$ cat config.mk
export PLATFORM = sky130hd
export DESIGN_NAME = sqc_div
export DESIGN_NICKNAME = d
export VERILOG_FILES = /design/src/rtl/sqc_pkg.sv /design/src/rtl/sqc_div.sv
export SDC_FILE = /design/constraint.sdc
export NUM_CORES = 1
export LEC_CHECK = 0
export BUFFER_PORTS_ARGS = -buffer_cell sky130_fd_sc_hd__buf_2
export CORE_MARGIN = 2
export CORE_UTILIZATION = 61
export CTS_CLUSTER_DIAMETER = 40
export DETAILED_ROUTE_END_ITERATION = 10
export PLACE_DENSITY = 0.78
export SYNTH_ARGS = -nofsm -noshare
export SYNTH_HDL_FRONTEND = slang
export SYNTH_SLANG_ARGS = --single-unit
$ cat constraint.sdc
create_clock -name clk -period 24.6 [get_ports clk]
set_input_delay 2.46 -clock clk [delete_from_list [all_inputs] [get_ports clk]]
set_output_delay 2.46 -clock clk [all_outputs]
set_load 0.01 [all_outputs]
$ cat src/rtl/sqc_pkg.sv
// ----------------------------------------------------------------------------
// sqc_pkg
// shared widths, register indexes and pipeline payload types for the sprite
// quad clip vertex generator
// ----------------------------------------------------------------------------
package sqc_pkg;

  localparam int COORD_W    = 24;
  localparam int TEX_W      = 16;
  localparam int COLOR_W    = 32;
  localparam int FRAC_BITS  = 16;
  localparam int FRAC_W     = FRAC_BITS + 1;
  localparam int CFG_IDX_W  = 3;
  localparam int DIV_STAGES = 5;
  localparam int DIV_STEP   = FRAC_BITS / (DIV_STAGES - 1);

  localparam logic [CFG_IDX_W-1:0] REG_CLIP_LEFT   = 3'd0;
  localparam logic [CFG_IDX_W-1:0] REG_CLIP_TOP    = 3'd1;
  localparam logic [CFG_IDX_W-1:0] REG_CLIP_RIGHT  = 3'd2;
  localparam logic [CFG_IDX_W-1:0] REG_CLIP_BOTTOM = 3'd3;
  localparam logic [CFG_IDX_W-1:0] REG_CLIP_EN     = 3'd4;
  localparam logic [CFG_IDX_W-1:0] REG_COLOR_EN    = 3'd5;

  localparam logic [FRAC_W-1:0] FRAC_ONE = FRAC_W'(1) << FRAC_BITS;

  typedef logic signed [COORD_W-1:0] coord_t;
  typedef logic signed [COORD_W:0]   ext_t;
  typedef logic signed [TEX_W-1:0]   tex_t;

  // per-sprite data that rides alongside the dividers and texture unit
  typedef struct packed {
    coord_t              pz;
    ext_t                xs0;
    ext_t                xs1;
    ext_t                ys0;
    ext_t                ys1;
    tex_t                ou;
    tex_t                ov;
    tex_t                xu;
    tex_t                xv;
    tex_t                yu;
    tex_t                yv;
    logic [COLOR_W-1:0]  col;
    logic                cull;
    logic                clip;
  } side_t;

  // a finished sprite handed to the vertex serialiser
  typedef struct packed {
    coord_t                  pz;
    ext_t                    xs0;
    ext_t                    xs1;
    ext_t                    ys0;
    ext_t                    ys1;
    logic [3:0][TEX_W-1:0]   tu;
    logic [3:0][TEX_W-1:0]   tv;
    logic [COLOR_W-1:0]      col;
    logic                    cull;
  } quad_t;

endpackage

$ cat src/rtl/sqc_div.sv
// ----------------------------------------------------------------------------
// sqc_div
// pipelined restoring divider: frac = floor(num * 2^16 / den), limited to 0..1
// ----------------------------------------------------------------------------
module sqc_div (
  input  logic                               clk,
  input  logic [sqc_pkg::DIV_STAGES-1:0]     en,
  input  sqc_pkg::ext_t                      num,
  input  sqc_pkg::coord_t                    den,
  output logic [sqc_pkg::FRAC_W-1:0]         frac
);
  import sqc_pkg::*;

  localparam int RW = COORD_W - 1;

  logic [RW-1:0]        r    [DIV_STAGES];
  logic [RW-1:0]        d    [DIV_STAGES];
  logic [FRAC_BITS-1:0] q    [DIV_STAGES];
  logic                 zero [DIV_STAGES];
  logic                 one  [DIV_STAGES];
  logic [RW-1:0]        r_next [DIV_STAGES];
  logic [FRAC_BITS-1:0] q_next [DIV_STAGES];

  always_comb begin
    logic [RW-1:0]        rr;
    logic [FRAC_BITS-1:0] qq;
    logic [RW:0]          t;
    r_next[0] = '0;
    q_next[0] = '0;
    for (int i = 1; i < DIV_STAGES; i++) begin
      rr = r[i-1];
      qq = q[i-1];
      for (int b = 0; b < DIV_STEP; b++) begin
        t = {rr, 1'b0};
        if (t >= {1'b0, d[i-1]}) begin
          rr = RW'(t - {1'b0, d[i-1]});
          qq = {qq[FRAC_BITS-2:0], 1'b1};
        end else begin
          rr = t[RW-1:0];
          qq = {qq[FRAC_BITS-2:0], 1'b0};
        end
      end
      r_next[i] = rr;
      q_next[i] = qq;
    end
  end

  always_ff @(posedge clk) begin
    if (en[0]) begin
      zero[0] <= (num <= 0) || (den <= 0);
      one[0]  <= num >= ext_t'(den);
      r[0]    <= num[RW-1:0];
      d[0]    <= den[RW-1:0];
      q[0]    <= '0;
    end
    for (int i = 1; i < DIV_STAGES; i++) begin
      if (en[i]) begin
        zero[i] <= zero[i-1];
        one[i]  <= one[i-1];
        r[i]    <= r_next[i];
        d[i]    <= d[i-1];
        q[i]    <= q_next[i];
      end
    end
  end

  assign frac = zero[DIV_STAGES-1] ? '0 :
                one[DIV_STAGES-1]  ? FRAC_ONE : {1'b0, q[DIV_STAGES-1]};

endmodule

==> metrics <==
Crit Reg-Reg Startpoint=d[0][0]$_DFFE_PP_; antenna violations before repair=1; fraction of synthesized cell area in xor and xnor cells=8.98%; placeable core area=44,200 um^2; CTS clock-pin slew for the worst setup and hold paths=60 ps; Initial Util=61.8%; Crit Reg-Reg Endpoint=r[0][28]$_DFFE_PP_; floorplan die height=216 um; first-pass GRT wire length=123 mm; clk buf depth=3; Layout Skew=28.1 ps; CTS Buf Count=37; cell with the most instances after synthesis=ha_1; slowest library cell on the worst path=edfxtp_1; maximum number of pins on one net before global-route repair=61; cts repair resizes=0; average detailed-routed wire length per instance=20.6 um; FF+latch count, synth=234; via count of the first global-routing pass=23,708; number of buffers added to fix hold violations after cts=0; minimum clock period after layout=13,130 ps; area growth from synthesis to layout=8.17%; number of max-slew violations in the final report=0; post-route insts no fill=3,743; count of boundary I/O pins=72; CP startpoint=d[0][0]$_DFFE_PP_; proportion of synthesized chip area in sequential cells=25.7%; CP max stage delay=730 ps; number of enable-type register cells in the synthesized netlist=234; Hold Path Cell Cnt=0; RSZ-0062 raised after global routing=no; total wire length=77.3 mm; final critical-path share of the clock period=53.4%; Post-DRT Antenna Nets=0; fraction of layout instances using a drive strength above 1=12.2%; TritonCTS clock tree=yes; area of the die=46,500 um^2; basic-gate share of the synthesized area counting and, or, nand and nor cells=14.0%; CTS Sinks=234; drt first pass iters=6; most area-hungry cell type in the Yosys netlist=edfxtp_1; area share of the leading cell type in the synthesized netlist=25.7%; GRT Overall Usage=33.0%; critical hold path startpoint=one[0][3]$_DFFE_PP_; Gate Count Post-Synth=3,047; Fin Setup TNS=0 ps; type of destination of the critical path=register; top achievable clock speed=76.2 MHz; count of distinct cell types in the synthesized netlist=90; worst slew margin relative to its limit=21.6%; most used flip-flop cell after synthesis=edfxtp_1; Site Rows=77; drc violations=0; share of synthesized area spent on multiplexers=8.14%; Syn Std Cell Area=27,300 um^2; WP data arrival=13,430 ps; Max FO, Critical Path=32; Die W=216 um; final setup vio count=0; run status=complete, no violations; CP Launch Type=register; depth of the most critical reg-to-reg path=41; DR vias=23,840; maximum level of the CTS H-tree=2; clock latency on the worst-skew pair=580 ps; yosys warns=0; total congestion overflow=0; number of hold violations in the final report=0; number of diodes=0; largest family of logic cells by synthesized area=compound AO/OA/AOI/OAI gates; root buf cell=clkbuf_16; post-synthesis average cell area=8.97 um^2; max capacitance violation total=0; number of buffers added on ports=71; vias per inst=6.37; Post-CTS Setup Inserts=0; most numerous cell on the critical path=a21oi_1; fraction of the mapped netlist area in compound gates=22.0%; number of DRC violations after detailed-routing iteration 0=1,882; crit path buf inv count=4; final RePlAce weighted congestion=1.02; Data required, critical path=24,910 ps; Commonest cells post-synth=ha_1, a21oi_1, edfxtp_1, nor2_1, nand2_1; reg-to-reg setup timing slack=11,480 ps; cell types with the largest area share after synthesis=edfxtp_1, ha_1, mux2_2; critical path type=register to register; count of placed standard cells including taps=3,675; category of cells accounting for the largest share of critical-path delay=compound AO/OA/AOI/OAI gates; transition at the pin with the smallest max-transition slack=1180 ps; synthesized-area fraction occupied by adder cells=17.7%; Hold/Removal Path Class=register to register; async set or reset register ratio after synthesis=0%; Net count, final=3,561; detailed-placement wirelength estimate=60.7 mm; Hold Crit Endpoint=one[0][4]$_DFFE_PP_; post-synth net total=3,486
==> stage by stage <==
step / utilization [%] / hold WS (ps) / worst slack [ps] / instance area (um^2)
after floorplan: - / 400 / 13600 / 27300
after global placement: 64.0 / 401 / 12130 / 28300
after detailed placement: 64.0 / 405 / 11850 / 28300
after CTS: 66.8 / 419 / 11760 / 29600
after global routing: 66.8 / 421 / 10540 / 29600
final: 66.8 / 419 / 11480 / 29600
==> worst max-delay path by stage <==
stage | endpoint | slack (ps) | depth (start not counted)
2_1_floorplan | r[0][27]$_DFFE_PP_ | 13600 | 49
3_3_place_gp | r[0][37]$_DFFE_PP_ | 12130 | 42
3_5_place_dp | r[0][37]$_DFFE_PP_ | 11850 | 41
4_1_cts | r[0][41]$_DFFE_PP_ | 11760 | 41
5_1_grt | r[0][43]$_DFFE_PP_ | 10540 | 42
6_report | r[0][28]$_DFFE_PP_ | 11480 | 41
==> cell type report <==
type                            instances  area (um^2)
Clock buffer                           41          962
Clock inverter                         27          302
Fill cell                            3552        14700
Inverter                              188          706
Multi-Input combinational cell       2577        19400
Sequential cell                       234         7030
Tap cell                              592          741
Timing Repair Buffer                   84          453
==> cell usage in the layout, fill, tap and decap left out, types with 18 or more instances in the layout <==
| cell type | synthesis | routed |
|---|---|---|
| mux2_2 | 169 | 169 |
| nor2b_1 | 45 | 45 |
| a211oi_1 | 30 | 30 |
| xnor2_1 | 188 | 188 |
| a21o_1 | 113 | 113 |
| o21bai_1 | 32 | 32 |
| edfxtp_1 | 234 | 234 |
| nor3_1 | 44 | 43 |
| a21oi_1 | 267 | 267 |
| o21a_1 | 59 | 59 |
| and3_1 | 31 | 31 |
| buf_2 | 13 | 71 |
| clkbuf_16 | 0 | 38 |
| inv_1 | 186 | 186 |
| and2_1 | 37 | 37 |
| nand3_1 | 38 | 38 |
| nand2b_1 | 55 | 55 |
| o31ai_1 | 18 | 18 |
| xor2_1 | 92 | 92 |
| o21ai_0 | 200 | 200 |
| o211ai_1 | 20 | 20 |
| nand2_1 | 213 | 213 |
| nor2_1 | 224 | 223 |
| a31o_2 | 18 | 18 |
| or3_1 | 29 | 29 |
| ha_1 | 380 | 380 |
| nand4_1 | 19 | 19 |
| a31oi_1 | 21 | 21 |
==> routing by layer <==
layer,global-route usage [%],up-vias,wire (um)
met3,4.28,228,4470
met4,15.4,2,3580
li1,-,11518,-
met2,57.6,863,37200
met1,40.5,11229,32100
met5,0,-,8
==> state kept, by name (all words and copies together) (netlist names) <==
name / cells
d: 92
zero: 5
r: 92
one: 5
q: 40
==> cells by family after synthesis <==
logic type,count (synthesis)
multiplexers,196
XOR/XNOR,280
adder cells (fa/ha/maj),384
flip-flops,234
AND/OR/NAND/NOR,792
buffers and inverters,236
AO/OA/AOI/OAI,925
Power is not shown: default switching activity piles up to over one toggle a cycle in this logic, so the estimate is an artifact.
